<file path="src/hdl/assert_macros.svh">
// Assertion macros shared by the gyro heading tracker RTL
`ifndef ASSERT_MACROS_SVH
`define ASSERT_MACROS_SVH

// Condition holds at every clock edge out of reset
`define ASSERT_ALWAYS(label, clk, rst_n, cond) \
  label: assert property (@(posedge clk) disable iff (!rst_n) (cond)) \
    else $error("heading tracker check failed");

// Antecedent implies consequent in the same cycle
`define ASSERT_IMPL(label, clk, rst_n, ante, cons) \
  label: assert property (@(posedge clk) disable iff (!rst_n) (ante) |-> (cons)) \
    else $error("heading tracker check failed");

// Antecedent implies consequent in the next cycle
`define ASSERT_NEXT(label, clk, rst_n, ante, cons) \
  label: assert property (@(posedge clk) disable iff (!rst_n) (ante) |=> (cons)) \
    else $error("heading tracker check failed");

`endif

</file>
<file path="src/hdl/dght_pkg.sv">
// Package: constants, widths and types of the dual gyro heading tracker
package dght_pkg;

  // Fixed point and angle constants
  localparam int FRAC_BITS  = 8;
  localparam int TURN       = 3600;
  localparam int HALF_TURN  = 1800;
  localparam int WRAP_LIMIT = 2500;

  // Field widths
  localparam int FUNC_W    = 2;
  localparam int SAMPLE_W  = 13;
  localparam int NH_W      = 12;
  localparam int GAIN_W    = 16;
  localparam int OUT_W     = 20;
  localparam int CFG_IDX_W = 2;

  localparam logic [GAIN_W-1:0] GAIN_RESET = 16'd4096;

  // Heading range in Q.FRAC_BITS
  localparam int TURN_Q = TURN << FRAC_BITS;
  localparam int HALF_Q = HALF_TURN << FRAC_BITS;
  localparam int HEAD_W = $clog2(TURN_Q);

  // Delta datapath: difference of two readings, unwrapped magnitude, gain product
  localparam int DIFF_W = SAMPLE_W + 2;
  localparam int DMAG_W = SAMPLE_W;
  localparam int PROD_W = DMAG_W + GAIN_W;

  // Q.12 to Q.FRAC_BITS conversion
  localparam int RND_SH   = (FRAC_BITS < 12) ? 12 - FRAC_BITS : 0;
  localparam int LFT_SH   = (FRAC_BITS > 12) ? FRAC_BITS - 12 : 0;
  localparam int RND_HALF = (1 << RND_SH) >> 1;
  localparam int MAG_W    = PROD_W - RND_SH + LFT_SH;

  // Reciprocal of one turn for the quotient estimate
  localparam int Q_W      = MAG_W - HEAD_W + 1;
  localparam int RECIP_SH = MAG_W + 2;
  localparam int RECIP_W  = RECIP_SH - HEAD_W + 2;
  localparam longint unsigned RECIP_K = (64'd1 << RECIP_SH) / TURN_Q;

  // Function codes of the input transaction
  localparam logic [FUNC_W-1:0] FUNC_TICK  = 2'd0;
  localparam logic [FUNC_W-1:0] FUNC_SET   = 2'd1;
  localparam logic [FUNC_W-1:0] FUNC_CLEAR = 2'd2;

  // Configuration register indexes
  localparam logic [CFG_IDX_W-1:0] CFG_A_CCW = 2'd0;
  localparam logic [CFG_IDX_W-1:0] CFG_A_CW  = 2'd1;
  localparam logic [CFG_IDX_W-1:0] CFG_B_CCW = 2'd2;
  localparam logic [CFG_IDX_W-1:0] CFG_B_CW  = 2'd3;

  // Operation carried down the pipeline
  typedef enum logic [1:0] {
    OP_HOLD,
    OP_TRACK,
    OP_SET,
    OP_CLEAR
  } op_t;

  // Scaled delta of one channel
  typedef struct packed {
    logic [PROD_W-1:0] prod;
    logic              neg;
  } scaled_t;

endpackage

</file>
<file path="src/hdl/dght_stream_ifs.sv">
// Interfaces: input and result channels of the heading tracker
interface dght_in_if;
  logic                                 valid;
  logic                                 ready;
  logic [dght_pkg::FUNC_W-1:0]          func;
  logic signed [dght_pkg::SAMPLE_W-1:0] sample_a;
  logic signed [dght_pkg::SAMPLE_W-1:0] sample_b;
  logic [dght_pkg::NH_W-1:0]            new_heading;

  modport source (output valid, func, sample_a, sample_b, new_heading, input ready);
  modport sink   (input valid, func, sample_a, sample_b, new_heading, output ready);
endinterface

interface dght_out_if;
  logic                       valid;
  logic                       ready;
  logic [dght_pkg::OUT_W-1:0] heading_avg;
  logic [dght_pkg::OUT_W-1:0] heading_chan_a;
  logic [dght_pkg::OUT_W-1:0] heading_chan_b;

  modport source (output valid, heading_avg, heading_chan_a, heading_chan_b, input ready);
  modport sink   (input valid, heading_avg, heading_chan_a, heading_chan_b, output ready);
endinterface

</file>
<file path="src/hdl/dual_gyro_heading_tracker_unit.sv">
// Top level: dual gyro heading tracker, six-register pipeline with back-pressure
// Path: input register, stages 1 to 3, heading register, then result register.
// Throughput: one transaction per cycle unless the sink holds off; the gain
// multiply, the turn quotient multiply and the heading add each sit in a stage of their own.
// Reset: synchronous active-low rst_n empties the pipeline, zeroes headings,
// previous readings and the primed flag, and loads all gains with 1.0 (Q4.12).
`include "assert_macros.svh"

module dual_gyro_heading_tracker_unit (
  input  logic                              clk,
  input  logic                              rst_n,
  dght_in_if.sink                           in_ch,
  dght_out_if.source                        out_ch,
  input  logic                              cfg_we,
  input  logic [dght_pkg::CFG_IDX_W-1:0]    cfg_index,
  input  logic [dght_pkg::GAIN_W-1:0]       cfg_wdata
);

  localparam int HW = dght_pkg::HEAD_W;
  localparam logic [HW-1:0] TURN_H = HW'(dght_pkg::TURN_Q);
  localparam logic [dght_pkg::NH_W-1:0] TURN_NH = dght_pkg::NH_W'(dght_pkg::TURN);

  // Gain registers
  logic [dght_pkg::GAIN_W-1:0] a_ccw_r, a_cw_r, b_ccw_r, b_cw_r;

  // Input register
  logic                                 v0_r;
  logic [dght_pkg::FUNC_W-1:0]          func0_r;
  logic signed [dght_pkg::SAMPLE_W-1:0] sa0_r, sb0_r;
  logic [dght_pkg::NH_W-1:0]            nh0_r;

  // Reading state
  logic signed [dght_pkg::SAMPLE_W-1:0] prev_a_r, prev_b_r, prev_a_nxt, prev_b_nxt;
  logic                                 primed_r, primed_nxt;

  // Pipeline stages
  logic                       v1_r, v2_r, v3_r, vh_r, vo_r;
  dght_pkg::op_t              op1_nxt, op1_r, op2_r, op3_r;
  logic [dght_pkg::NH_W-1:0]  nh1_nxt, nh1_r, nh2_r, nh3_r;
  dght_pkg::scaled_t          sc_a, sc_b, sc_a1_r, sc_b1_r;
  logic [dght_pkg::MAG_W-1:0] mag_a, mag_b, mag_a2_r, mag_b2_r;
  logic [dght_pkg::Q_W-1:0]   q_a, q_b, q_a2_r, q_b2_r;
  logic                       neg_a2_r, neg_b2_r, neg_a3_r, neg_b3_r;
  logic [HW-1:0]              res_a, res_b, res_a3_r, res_b3_r;

  // Heading state and result register
  logic [HW-1:0]              heading_a_r, heading_b_r, heading_a_nxt, heading_b_nxt;
  logic [HW-1:0]              avg;
  logic [dght_pkg::OUT_W-1:0] avg_o_r, ha_o_r, hb_o_r;

  // Stage handshake
  logic rdy0, rdy1, rdy2, rdy3, rdyh, rdyo;
  logic adv0, adv1, adv2, adv3, advh;

  // Advance a stage when the next one is empty or advancing
  always_comb begin
    rdyo = !vo_r || out_ch.ready;
    rdyh = !vh_r || rdyo;
    rdy3 = !v3_r || rdyh;
    rdy2 = !v2_r || rdy3;
    rdy1 = !v1_r || rdy2;
    rdy0 = !v0_r || rdy1;
    adv0 = v0_r && rdy1;
    adv1 = v1_r && rdy2;
    adv2 = v2_r && rdy3;
    adv3 = v3_r && rdyh;
    advh = vh_r && rdyo;
  end

  assign in_ch.ready           = rdy0;
  assign out_ch.valid          = vo_r;
  assign out_ch.heading_avg    = avg_o_r;
  assign out_ch.heading_chan_a = ha_o_r;
  assign out_ch.heading_chan_b = hb_o_r;

  // Gain register writes
  always_ff @(posedge clk) begin
    if (!rst_n) begin
      a_ccw_r <= dght_pkg::GAIN_RESET;
      a_cw_r  <= dght_pkg::GAIN_RESET;
      b_ccw_r <= dght_pkg::GAIN_RESET;
      b_cw_r  <= dght_pkg::GAIN_RESET;
    end else if (cfg_we) begin
      case (cfg_index)
        dght_pkg::CFG_A_CCW: a_ccw_r <= cfg_wdata;
        dght_pkg::CFG_A_CW:  a_cw_r  <= cfg_wdata;
        dght_pkg::CFG_B_CCW: b_ccw_r <= cfg_wdata;
        dght_pkg::CFG_B_CW:  b_cw_r  <= cfg_wdata;
        default: ;
      endcase
    end
  end

  // Capture the input transaction
  always_ff @(posedge clk) begin
    if (!rst_n) begin
      v0_r <= 1'b0;
    end else if (rdy0) begin
      v0_r <= in_ch.valid;
    end
  end

  always_ff @(posedge clk) begin
    if (rdy0 && in_ch.valid) begin
      func0_r <= in_ch.func;
      sa0_r   <= in_ch.sample_a;
      sb0_r   <= in_ch.sample_b;
      nh0_r   <= in_ch.new_heading;
    end
  end

  // Decode the operation and update the reading state
  always_comb begin
    prev_a_nxt = prev_a_r;
    prev_b_nxt = prev_b_r;
    primed_nxt = primed_r;
    case (func0_r)
      dght_pkg::FUNC_TICK: begin
        op1_nxt    = primed_r ? dght_pkg::OP_TRACK : dght_pkg::OP_HOLD;
        prev_a_nxt = sa0_r;
        prev_b_nxt = sb0_r;
        primed_nxt = 1'b1;
      end
      dght_pkg::FUNC_SET: begin
        op1_nxt = dght_pkg::OP_SET;
      end
      dght_pkg::FUNC_CLEAR: begin
        op1_nxt    = dght_pkg::OP_CLEAR;
        prev_a_nxt = '0;
        prev_b_nxt = '0;
      end
      default: begin
        op1_nxt = dght_pkg::OP_HOLD;
      end
    endcase
    nh1_nxt = (nh0_r >= TURN_NH) ? nh0_r - TURN_NH : nh0_r;
  end

  dght_delta_scale u_delta_a (
    .prev     (prev_a_r),
    .sample   (sa0_r),
    .ccw_gain (a_ccw_r),
    .cw_gain  (a_cw_r),
    .scaled   (sc_a)
  );

  dght_delta_scale u_delta_b (
    .prev     (prev_b_r),
    .sample   (sb0_r),
    .ccw_gain (b_ccw_r),
    .cw_gain  (b_cw_r),
    .scaled   (sc_b)
  );

  always_ff @(posedge clk) begin
    if (!rst_n) begin
      prev_a_r <= '0;
      prev_b_r <= '0;
      primed_r <= 1'b0;
    end else if (adv0) begin
      prev_a_r <= prev_a_nxt;
      prev_b_r <= prev_b_nxt;
      primed_r <= primed_nxt;
    end
  end

  // Stage 1: scaled products
  always_ff @(posedge clk) begin
    if (!rst_n) begin
      v1_r <= 1'b0;
    end else if (rdy1) begin
      v1_r <= v0_r;
    end
  end

  always_ff @(posedge clk) begin
    if (adv0) begin
      op1_r   <= op1_nxt;
      nh1_r   <= nh1_nxt;
      sc_a1_r <= sc_a;
      sc_b1_r <= sc_b;
    end
  end

  dght_round_recip u_round_a (.prod (sc_a1_r.prod), .mag (mag_a), .quot (q_a));
  dght_round_recip u_round_b (.prod (sc_b1_r.prod), .mag (mag_b), .quot (q_b));

  // Stage 2: rounded magnitudes and turn estimates
  always_ff @(posedge clk) begin
    if (!rst_n) begin
      v2_r <= 1'b0;
    end else if (rdy2) begin
      v2_r <= v1_r;
    end
  end

  always_ff @(posedge clk) begin
    if (adv1) begin
      op2_r    <= op1_r;
      nh2_r    <= nh1_r;
      mag_a2_r <= mag_a;
      mag_b2_r <= mag_b;
      q_a2_r   <= q_a;
      q_b2_r   <= q_b;
      neg_a2_r <= sc_a1_r.neg;
      neg_b2_r <= sc_b1_r.neg;
    end
  end

  dght_mod_fix u_mod_a (.mag (mag_a2_r), .quot (q_a2_r), .residue (res_a));
  dght_mod_fix u_mod_b (.mag (mag_b2_r), .quot (q_b2_r), .residue (res_b));

  // Stage 3: residues within one turn
  always_ff @(posedge clk) begin
    if (!rst_n) begin
      v3_r <= 1'b0;
    end else if (rdy3) begin
      v3_r <= v2_r;
    end
  end

  always_ff @(posedge clk) begin
    if (adv2) begin
      op3_r    <= op2_r;
      nh3_r    <= nh2_r;
      res_a3_r <= res_a;
      res_b3_r <= res_b;
      neg_a3_r <= neg_a2_r;
      neg_b3_r <= neg_b2_r;
    end
  end

  // Add or subtract a residue modulo one turn
  function automatic logic [HW-1:0] head_step(input logic [HW-1:0] head,
                                              input logic [HW-1:0] res,
                                              input logic          neg);
    logic [HW:0] t;
    if (neg) begin
      t = {1'b0, head} - {1'b0, res};
      if (t[HW]) begin
        t = t + {1'b0, TURN_H};
      end
    end else begin
      t = {1'b0, head} + {1'b0, res};
      if (t >= {1'b0, TURN_H}) begin
        t = t - {1'b0, TURN_H};
      end
    end
    return HW'(t);
  endfunction

  // Stage 4: apply the operation to the headings
  always_comb begin
    case (op3_r)
      dght_pkg::OP_TRACK: begin
        heading_a_nxt = head_step(heading_a_r, res_a3_r, neg_a3_r);
        heading_b_nxt = head_step(heading_b_r, res_b3_r, neg_b3_r);
      end
      dght_pkg::OP_SET: begin
        heading_a_nxt = HW'(nh3_r) << dght_pkg::FRAC_BITS;
        heading_b_nxt = HW'(nh3_r) << dght_pkg::FRAC_BITS;
      end
      dght_pkg::OP_CLEAR: begin
        heading_a_nxt = '0;
        heading_b_nxt = '0;
      end
      default: begin
        heading_a_nxt = heading_a_r;
        heading_b_nxt = heading_b_r;
      end
    endcase
  end

  always_ff @(posedge clk) begin
    if (!rst_n) begin
      vh_r        <= 1'b0;
      heading_a_r <= '0;
      heading_b_r <= '0;
    end else begin
      if (rdyh) begin
        vh_r <= v3_r;
      end
      if (adv3) begin
        heading_a_r <= heading_a_nxt;
        heading_b_r <= heading_b_nxt;
      end
    end
  end

  dght_heading_avg u_avg (.head_a (heading_a_r), .head_b (heading_b_r), .avg (avg));

  // Result register: hold until the sink takes the transaction
  always_ff @(posedge clk) begin
    if (!rst_n) begin
      vo_r <= 1'b0;
    end else if (rdyo) begin
      vo_r <= vh_r;
    end
  end

  always_ff @(posedge clk) begin
    if (advh) begin
      avg_o_r <= dght_pkg::OUT_W'(avg);
      ha_o_r  <= dght_pkg::OUT_W'(heading_a_r);
      hb_o_r  <= dght_pkg::OUT_W'(heading_b_r);
    end
  end

  // Headings stay inside one turn after every update
  `ASSERT_NEXT(a_heading_range, clk, rst_n, adv3, (heading_a_r < TURN_H) && (heading_b_r < TURN_H))
  // Residues leaving the reduction are within one turn
  `ASSERT_IMPL(a_residue_range, clk, rst_n, v3_r, (res_a3_r < TURN_H) && (res_b3_r < TURN_H))
  // Input stalls only when every stage is full and the sink holds off
  `ASSERT_IMPL(a_stall_full, clk, rst_n, !in_ch.ready, v0_r && v1_r && v2_r && v3_r && vh_r && vo_r && !out_ch.ready)
  // Once primed, the tracker stays primed
  `ASSERT_NEXT(a_primed_sticky, clk, rst_n, primed_r, primed_r)

endmodule

</file>
<file path="src/hdl/dght_delta_scale.sv">
// Delta stage: negated change of one reading, turn unwrap and gain multiply
module dght_delta_scale (
  input  logic signed [dght_pkg::SAMPLE_W-1:0] prev,
  input  logic signed [dght_pkg::SAMPLE_W-1:0] sample,
  input  logic [dght_pkg::GAIN_W-1:0]          ccw_gain,
  input  logic [dght_pkg::GAIN_W-1:0]          cw_gain,
  output dght_pkg::scaled_t                    scaled
);

  localparam int DW = dght_pkg::DIFF_W;
  localparam logic signed [DW-1:0] WRAP_S = DW'(dght_pkg::WRAP_LIMIT);
  localparam logic signed [DW-1:0] TURN_S = DW'(dght_pkg::TURN);

  logic signed [DW-1:0]             diff;
  logic signed [DW-1:0]             delta;
  logic signed [DW-1:0]             abs_delta;
  logic [dght_pkg::DMAG_W-1:0]      mag;
  logic [dght_pkg::GAIN_W-1:0]      gain;

  // Negate the change, unwrap one turn towards zero
  always_comb begin
    diff = DW'(prev) - DW'(sample);
    if (diff > WRAP_S) begin
      delta = diff - TURN_S;
    end else if (diff < -WRAP_S) begin
      delta = diff + TURN_S;
    end else begin
      delta = diff;
    end
  end

  // Pick the gain by direction and scale the magnitude
  always_comb begin
    abs_delta   = delta[DW-1] ? -delta : delta;
    mag         = dght_pkg::DMAG_W'(abs_delta);
    gain        = (!delta[DW-1] && (delta != '0)) ? ccw_gain : cw_gain;
    scaled.neg  = delta[DW-1];
    scaled.prod = dght_pkg::PROD_W'(mag) * dght_pkg::PROD_W'(gain);
  end

endmodule

</file>
<file path="src/hdl/dght_round_recip.sv">
// Round stage: Q.12 product to heading format and quotient estimate by one turn
module dght_round_recip (
  input  logic [dght_pkg::PROD_W-1:0] prod,
  output logic [dght_pkg::MAG_W-1:0]  mag,
  output logic [dght_pkg::Q_W-1:0]    quot
);

  localparam int WORK_W = dght_pkg::PROD_W + 1 + dght_pkg::LFT_SH;
  localparam int RP_W   = dght_pkg::MAG_W + dght_pkg::RECIP_W;

  logic [WORK_W-1:0] rounded;
  logic [RP_W-1:0]   recip_prod;

  // Round to nearest on the magnitude, then align to the fraction bits
  always_comb begin
    rounded = WORK_W'(prod) + WORK_W'(dght_pkg::RND_HALF);
    mag     = dght_pkg::MAG_W'((rounded >> dght_pkg::RND_SH) << dght_pkg::LFT_SH);
  end

  // Estimate the turn count; it is exact or one low
  always_comb begin
    recip_prod = RP_W'(mag) * RP_W'(dght_pkg::RECIP_K);
    quot       = dght_pkg::Q_W'(recip_prod >> dght_pkg::RECIP_SH);
  end

endmodule

</file>
<file path="src/hdl/dght_mod_fix.sv">
// Residue stage: remove whole turns from the scaled magnitude
module dght_mod_fix (
  input  logic [dght_pkg::MAG_W-1:0]  mag,
  input  logic [dght_pkg::Q_W-1:0]    quot,
  output logic [dght_pkg::HEAD_W-1:0] residue
);

  localparam int HW = dght_pkg::HEAD_W;
  localparam logic [HW:0] TURN_R = (HW+1)'(dght_pkg::TURN_Q);

  logic [dght_pkg::MAG_W-1:0] whole;
  logic [dght_pkg::MAG_W-1:0] rem_w;
  logic [HW:0]                rem0;

  // Subtract the estimated turns, then correct once
  always_comb begin
    whole = dght_pkg::MAG_W'(quot) * dght_pkg::MAG_W'(dght_pkg::TURN_Q);
    rem_w = mag - whole;
    rem0  = (HW+1)'(rem_w);
    if (rem0 >= TURN_R) begin
      residue = HW'(rem0 - TURN_R);
    end else begin
      residue = HW'(rem0);
    end
  end

endmodule

</file>
<file path="src/hdl/dght_heading_avg.sv">
// Average stage: wrap-aware mean of the two channel headings
module dght_heading_avg (
  input  logic [dght_pkg::HEAD_W-1:0] head_a,
  input  logic [dght_pkg::HEAD_W-1:0] head_b,
  output logic [dght_pkg::HEAD_W-1:0] avg
);

  localparam int HW = dght_pkg::HEAD_W;
  localparam int SW = dght_pkg::HEAD_W + 2;
  localparam logic [HW-1:0]        HALF_H  = HW'(dght_pkg::HALF_Q);
  localparam logic signed [SW-1:0] TURN_S  = SW'(dght_pkg::TURN_Q);
  localparam logic signed [SW-1:0] TURN2_S = SW'(2 * dght_pkg::TURN_Q);

  logic [HW-1:0]        lo;
  logic [HW-1:0]        hi;
  logic signed [SW-1:0] hi_s;
  logic signed [SW-1:0] lo_s;
  logic signed [SW-1:0] sum;
  logic signed [SW-1:0] sum_pos;

  // Order the pair and pull the larger one down a turn across the seam
  always_comb begin
    lo   = (head_a < head_b) ? head_a : head_b;
    hi   = (head_a < head_b) ? head_b : head_a;
    hi_s = $signed({2'b00, hi});
    lo_s = $signed({2'b00, lo});
    if ((hi - lo) > HALF_H) begin
      sum = hi_s - TURN_S + lo_s;
    end else begin
      sum = hi_s + lo_s;
    end
    sum_pos = (sum < 0) ? sum + TURN2_S : sum;
    avg     = HW'(sum_pos >>> 1);
  end

endmodule
</file>
<file path="src/flat_wrapper.sv">
// flat-port wrapper written by rule: the top's interface ports become plain ports
module dual_gyro_heading_tracker_unit_flat 
  (clk, rst_n, cfg_we, cfg_index, cfg_wdata, in_ch_valid, in_ch_func, in_ch_sample_a, in_ch_sample_b, in_ch_new_heading, in_ch_ready, out_ch_valid, out_ch_heading_avg, out_ch_heading_chan_a, out_ch_heading_chan_b, out_ch_ready);
  dght_in_if in_ch_i ();
  dght_out_if out_ch_i ();
  input  logic clk;
  input  logic rst_n;
  input  logic cfg_we;
  input  logic [dght_pkg::CFG_IDX_W-1:0] cfg_index;
  input  logic [dght_pkg::GAIN_W-1:0] cfg_wdata;
  input wire logic [$bits(in_ch_i.valid)-1:0] in_ch_valid;
  input wire logic [$bits(in_ch_i.func)-1:0] in_ch_func;
  input wire logic [$bits(in_ch_i.sample_a)-1:0] in_ch_sample_a;
  input wire logic [$bits(in_ch_i.sample_b)-1:0] in_ch_sample_b;
  input wire logic [$bits(in_ch_i.new_heading)-1:0] in_ch_new_heading;
  output wire logic [$bits(in_ch_i.ready)-1:0] in_ch_ready;
  output wire logic [$bits(out_ch_i.valid)-1:0] out_ch_valid;
  output wire logic [$bits(out_ch_i.heading_avg)-1:0] out_ch_heading_avg;
  output wire logic [$bits(out_ch_i.heading_chan_a)-1:0] out_ch_heading_chan_a;
  output wire logic [$bits(out_ch_i.heading_chan_b)-1:0] out_ch_heading_chan_b;
  input wire logic [$bits(out_ch_i.ready)-1:0] out_ch_ready;
  assign in_ch_i.valid = in_ch_valid;
  assign in_ch_i.func = in_ch_func;
  assign in_ch_i.sample_a = in_ch_sample_a;
  assign in_ch_i.sample_b = in_ch_sample_b;
  assign in_ch_i.new_heading = in_ch_new_heading;
  assign in_ch_ready = in_ch_i.ready;
  assign out_ch_valid = out_ch_i.valid;
  assign out_ch_heading_avg = out_ch_i.heading_avg;
  assign out_ch_heading_chan_a = out_ch_i.heading_chan_a;
  assign out_ch_heading_chan_b = out_ch_i.heading_chan_b;
  assign out_ch_i.ready = out_ch_ready;
  dual_gyro_heading_tracker_unit u_core (.clk(clk), .rst_n(rst_n), .in_ch(in_ch_i), .out_ch(out_ch_i), .cfg_we(cfg_we), .cfg_index(cfg_index), .cfg_wdata(cfg_wdata));
endmodule
</file>
<file path="config.mk">
export PLATFORM = sky130hd
export DESIGN_NAME = dual_gyro_heading_tracker_unit_flat
export DESIGN_NICKNAME = d
export VERILOG_FILES = /design/src/hdl/dght_pkg.sv /design/src/hdl/dght_stream_ifs.sv /design/src/hdl/dual_gyro_heading_tracker_unit.sv /design/src/hdl/dght_delta_scale.sv /design/src/hdl/dght_round_recip.sv /design/src/hdl/dght_mod_fix.sv /design/src/hdl/dght_heading_avg.sv /design/src/flat_wrapper.sv
export VERILOG_INCLUDE_DIRS = /design/src /design/src/hdl
export SDC_FILE = /design/constraint.sdc
export NUM_CORES = 2
export LEC_CHECK = 0
export ABC_CLOCK_PERIOD_IN_PS = 12450
export BUFFER_PORTS_ARGS = -buffer_cell sky130_fd_sc_hd__buf_2
export CORE_UTILIZATION = 25
export DETAILED_ROUTE_END_ITERATION = 6
export PLACE_DENSITY = 0.5
export SYNTH_ARGS = -nofsm -noshare
export SYNTH_HDL_FRONTEND = slang
export SYNTH_HIERARCHICAL = 1
export SYNTH_SLANG_ARGS = --single-unit
</file>
<file path="constraint.sdc">
create_clock -name clk -period 12.45 [get_ports clk]
set_input_delay 1.8675 -clock clk [delete_from_list [all_inputs] [get_ports clk]]
set_output_delay 1.8675 -clock clk [all_outputs]
set_load 0.1 [all_outputs]
</file>
### After elaboration in Yosys (flattened, before gate mapping)

Index checks and enable logic that the tools add are counted.

| word-level totals | value |
|---|---|
| register bits | 437 |
| bits in latches | 0 |
| memory bits (writable) | 0 |
| memory bits (read-only) | 0 |
| bits of input ports | 63 |
| output and inout port bits | 62 |
| word-level logic and storage cells | 158 |
| memories kept | 0 |

| cells by class | value |
|---|---|
| add/subtract/negate cells | 28 |
| multipliers | 6 |
| divide/modulo/power cells | 0 |
| magnitude comparators | 12 |
| equality and inequality tests | 8 |
| shift operators | 0 |
| muxes and demuxes | 27 |
| bitwise logic cells | 0 |
| reductions and logical operators | 35 |

Operators with widths:

| cell | number |
|---|---|
| $mux 20 | 10 |
| $pmux 20 s3 | 2 |
| $ge 21x20->1 const B | 4 |
| $sub 20x20->20 const B | 4 |
| $mul 25x8->33 const B | 2 |
| $add 20x20->21 | 3 |
| $mux 15 | 4 |
| $add 29x4->29 const B | 2 |
| $mul 13x16->29 | 2 |
| $pmux 13 s2 | 2 |
| $sub 20x20->21 | 2 |
| $sub 21x21->21 | 2 |
| $add 20x20->20 const B | 2 |
| $mux 16 | 2 |
| $add 15x13->15 const B | 2 |
| $gt 15x13->1 const B | 2 |
| $lt 15x13->1 const B | 2 |
| $reduce_bool 15->1 | 2 |
| $sub 15x13->15 const B | 2 |
| $sub 13x13->14 | 2 |
| $mux 13 | 2 |
| $neg 13->13 | 2 |
| $add 21x21->22 | 1 |
| $lt 22x1->1 const B | 1 |
| 22 further kinds | 55 |

### Longest topological paths before layout

| logic depth | value |
|---|---|
| depth after elaboration | 8 |
| mapped depth | 44 |
| depth with buffers taken out | 42 |

### Modules after synthesis

Netlist, hierarchy kept.

Modules (own cells, without submodules):

| module | instances | cells each | area an instance (µm²) | seq. area each (µm²) |
|---|---|---|---|---|
| dual_gyro_heading_tracker_unit | 1 | 1780 | 20210.6 | 11991.5 |
| dght_delta_scale (u_core.u_delta_a) | 1 | 1573 | 11898.9 | 0.0 |
| dght_delta_scale (u_core.u_delta_b) | 1 | 1078 | 8874.8 | 0.0 |
| dght_round_recip | 2 | 329 | 2738.9 | 0.0 |
| dght_heading_avg | 1 | 540 | 3709.8 | 0.0 |
| dght_mod_fix | 2 | 155 | 1247.4 | 0.0 |

### Worst setup path after synthesis

OpenSTA, ideal clock, no wires.

| path | value |
|---|---|
| path kind | input -> register |
| start | input port out_ch_ready |
| end | register u_core/prev_a_r[0] (netlist name) |
| setup time | 128 ps |
| arrival | 9675 ps |
| required time | 12322 ps |
| setup slack | 2648 ps |
| cell stages on the path | 8 |
| path buffers | 1 |
| cells stage by stage | nor2b_1 -> and3_1 -> and2_0 -> a21boi_0 -> o21ai_1 -> clkbuf_1 -> a22oi_1 -> nor2_1 |

| between the ends | value |
|---|---|
| word-level cells in the longest chain between the ends | 7 |

RTL lines:

| element | line | text |
|---|---|---|
| start: declaration | flat_wrapper.sv:21 | `input wire logic [$bits(out_ch_i.ready)-1:0] out_ch_ready;` |
| $logic_or 1x1->1 | dual_gyro_heading_tracker_unit.sv:57 | `rdyo = !vo_r \|\| out_ch.ready;` |
| $logic_or 1x1->1 | dual_gyro_heading_tracker_unit.sv:58 | `rdyh = !vh_r \|\| rdyo;` |
| $logic_or 1x1->1 | dual_gyro_heading_tracker_unit.sv:59 | `rdy3 = !v3_r \|\| rdyh;` |
| $logic_or 1x1->1 | dual_gyro_heading_tracker_unit.sv:60 | `rdy2 = !v2_r \|\| rdy3;` |
| $logic_or 1x1->1 | dual_gyro_heading_tracker_unit.sv:61 | `rdy1 = !v1_r \|\| rdy2;` |
| $logic_and 1x1->1 | dual_gyro_heading_tracker_unit.sv:63 | `adv0 = v0_r && rdy1;` |
| net u_core.adv0 | dual_gyro_heading_tracker_unit.sv:53 | `logic adv0, adv1, adv2, adv3, advh;` |
| $reduce_and 2->1 (no line) | n/a |  |
| end signal: assignment | dual_gyro_heading_tracker_unit.sv:161 | `prev_a_r <= prev_a_nxt;` |
| end: declaration | dual_gyro_heading_tracker_unit.sv:33 | `logic signed [dght_pkg::SAMPLE_W-1:0] prev_a_r, prev_b_r, prev_a_nxt, prev_b_nxt;` |

The timed path passes the listed nets, and every way through them passes these cells.
A chain may end at the register's enable or synchronous reset.

==> summary.md <==
| Metric | Value |
|---|---|
| Sequential Power Share | 21.0% |
| Die extent in x | 459 um |
| Kind of critical path | flip-flop to flip-flop |
| Drt wl/cell | 19.5 um |
| Fin. Hold Viols | 0 |
| Worst-skew pair later-pin latency | 0.67 ns |
| Worst Path Max Fanout | 32 |
| Avg Vias per Cell | 5.03 |
| Clk sink count | 431 |
| Worst Hold Class | flip-flop to flip-flop |
| Initial antenna violation count | 21 |
| Initial Util | 25.2% |
| Clk root buf | clkbuf_16 |
| Switching part of the total | 46.2% |
| Slowest cell delay on critical path | 0.73 ns |
| First-pass GRT wire length | 262 mm |
| Gr ovfl total | 0 |
| Clock H-tree levels | 2 |
| CP Data Required Time | 12.85 ns |
| Via count | 44.1k |
| LEAKAGE | 24.0 nW |
| Die Area | 211000 um2 |
| Pwr Density | 152 nW/um2 |
| Post-DP HPWL | 133 mm |
| Crit path max-delay family | compound AO/OA/AOI/OAI gates |
| Status | completed |
| CORE AREA | 207000 um2 |
| Drt total wl | 170 mm |
| Critical path buffer and inverter count | 6 |
| Mapped Nets | 6850 |
| Total negative slack | 0 ns |
| Synthesized area | 52200 um2 |
| CP startpoint kind | flip-flop |
| Post-Route M1 WL | 76.0 mm |
| Top Metal Used | met5 |
| Internal Power | 4.72 mW |
| Sw Pwr | 4.06 mW |
| First drt pass iteration count | 6 |
| Max-slew headroom | 18.2% |
| Largest net degree at the start of global routing | 71 |
| Critical path arrival | 11.48 ns |
| Chip Height | 459 um |
| Layout Area Growth over Synthesis | 10.6% |
| Max IR drop VDD | 119 uV |
| Post-CTS Hold Buffers | 0 |
| Hold_ws | 0.409 ns |
| Antenna Nets Post-Route | 0 |
| Clock Path Buffers | 3 |
| Layout Utilization | 27.9% |
| Crit path time final | 11.08 ns |
| Vias in the first global route | 44.0k |
| Slowest CP cell | nor3_4 |
| Setup violators final | 0 |
| Fmax | 90.2 MHz |
| Max cap viols | 0 |
| Syn Area/Cell | 8.82 um2 |
| Met2 wire len | 77.7 mm |
| Ratio of cells with drive above 1 in the final layout | 8.99% |
| CTS clk-pin slew, worst paths | 0.07 ns |
| Comb power frac | 60.1% |
| Clock power frac | 18.9% |
| Crit share post-route | 89.0% |
| Clk_skew | 0.0585 ns |
| Post-CTS setup repair buffer count | 0 |
| Worst slew pin tran | 1.22 ns |
| CTS tree | built |
| Drt drc | 0 |
| DR WL met3 | 10.5 mm |
| Fill cells | 22.2k |
| Max-slew violation count | 0 |
| Cells after Synth | 5918 |
| RSZ-0062 raised after global routing | false |
| IO Port Bufs | 124 |
| Total track usage | 15.7% |
| GP Congestion | 0.918 |
| IO Count | 125 |
| Num CTS Buffers | 55 |
| Worst path most repeated cell | inv_1 |
| Post_cts resized | 0 |
| Starting DRT DRC Count | 3429 |
| Row cnt | 167 |
| Yosys warnings | 6 |
| Crit. End Element | flip-flop |
| Final layout net count | 6837 |
==> worst paths after layout <==
kind / depth (start not counted) / end / startpoint / slack, ns
setup / recovery: 39 / u_core/sc_a1_r[29] / u_core/sa0_r[1] / 1.37
hold reg to reg: 0 / u_core/nh3_r[6] / u_core/nh2_r[6] / 0.41
setup reg to reg: 39 / u_core/sc_a1_r[29] / u_core/sa0_r[1] / 1.37
hold / removal: 0 / u_core/nh3_r[6] / u_core/nh2_r[6] / 0.41
==> flip-flops by register name, indices dropped and copies added, names as in the netlist, 16 cells and up <==
name                          cells
u_core/a_cw_r                    16
u_core/out_ch.heading_chan_a     20
u_core/res_a3_r                  20
u_core/b_cw_r                    16
u_core/out_ch.heading_chan_b     20
u_core/a_ccw_r                   16
u_core/heading_b_r               20
u_core/sc_a1_r                   27
u_core/res_b3_r                  20
u_core/heading_a_r               20
u_core/sc_b1_r                   27
u_core/mag_b2_r                  21
u_core/out_ch.heading_avg        20
u_core/b_ccw_r                   16
u_core/mag_a2_r                  21
==> stage by stage <==
| step | setup slack (ns) | area (um2) | total power [mW] | cells |
|---|---|---|---|---|
| final | 1.37 | 57700 | 8.78 | 8761 |
| after CTS | 1.49 | 57700 | 8.84 | 8738 |
| after global routing | 0.659 | 57700 | 9.55 | 8761 |
| after floorplan | 2.75 | 52200 | 5.77 | 5918 |
| after global placement | 1.76 | 55700 | 7.07 | 8636 |
| after detailed placement | 1.57 | 55700 | 7.09 | 8636 |
==> cells in the final DEF, fill, tap and decap left out, types with 26 or more instances in the layout <==
master,instances
xnor2_1,212
nand2_1,506
o31ai_1,47
ha_1,530
nand3b_1,26
edfxtp_1,294
nand2b_1,64
nor3_1,106
xor2_1,104
o22ai_1,49
nor4_1,49
and2_1,64
o21ai_0,196
nor2b_1,63
fa_1,339
inv_1,707
nor2_1,379
a21oi_1,343
a21o_1,79
dfxtp_1,137
clkbuf_16,63
o211ai_1,105
buf_4,99
a22oi_1,86
mux2i_1,47
o21a_1,44
and3_1,61
a211oi_1,74
nand3_1,162
buf_2,124
nand4_1,73
a31oi_1,48
or3_1,29
==> worst register-to-register path, delay by kind of cell, from the launching register on <==
family | cells | cell delay, ns
adders and majority gates | 8 | 2.78
DFF | 1 | 0.43
and+or+nand+nor | 6 | 2.17
buffers and inverters | 6 | 0.80
AOI/OAI and AO/OA | 18 | 4.55
xor gates and xnor gates | 1 | 0.07
==> power by group through the flow <==
stage          sequential (mW)  combinational (mW)  clock, mW
3_5_place_dp              1.88                5.22          0
6_report                  1.84                5.27       1.66
2_1_floorplan             1.85                3.92          0
5_1_grt                   1.86                5.92       1.78
3_3_place_gp              1.87                5.20          0
4_1_cts                   1.85                5.27       1.73
==> cell type report <==
| class | instances | area (um2) | share of cell area (%) |
|---|---|---|---|
| Antenna cell | 23 | 57.6 | 0.0997 |
| Clock buffer | 76 | 1670 | 2.89 |
| Clock inverter | 26 | 254 | 0.440 |
| Inverter | 713 | 2680 | 4.64 |
| Multi-Input combinational cell | 4479 | 36600 | 63.4 |
| Sequential cell | 431 | 11600 | 20.0 |
| Tap cell | 2788 | 3490 | 6.04 |
| Timing Repair Buffer | 225 | 1400 | 2.43 |
==> per-layer routing <==
layer  up-vias  track usage (%)
met5         -                0
met3       293             2.63
met4        20             5.79
met1     21300             20.6
li1      21000                -
met2      1438             25.8
No activity file was read; power rests on OpenSTA's default activity.
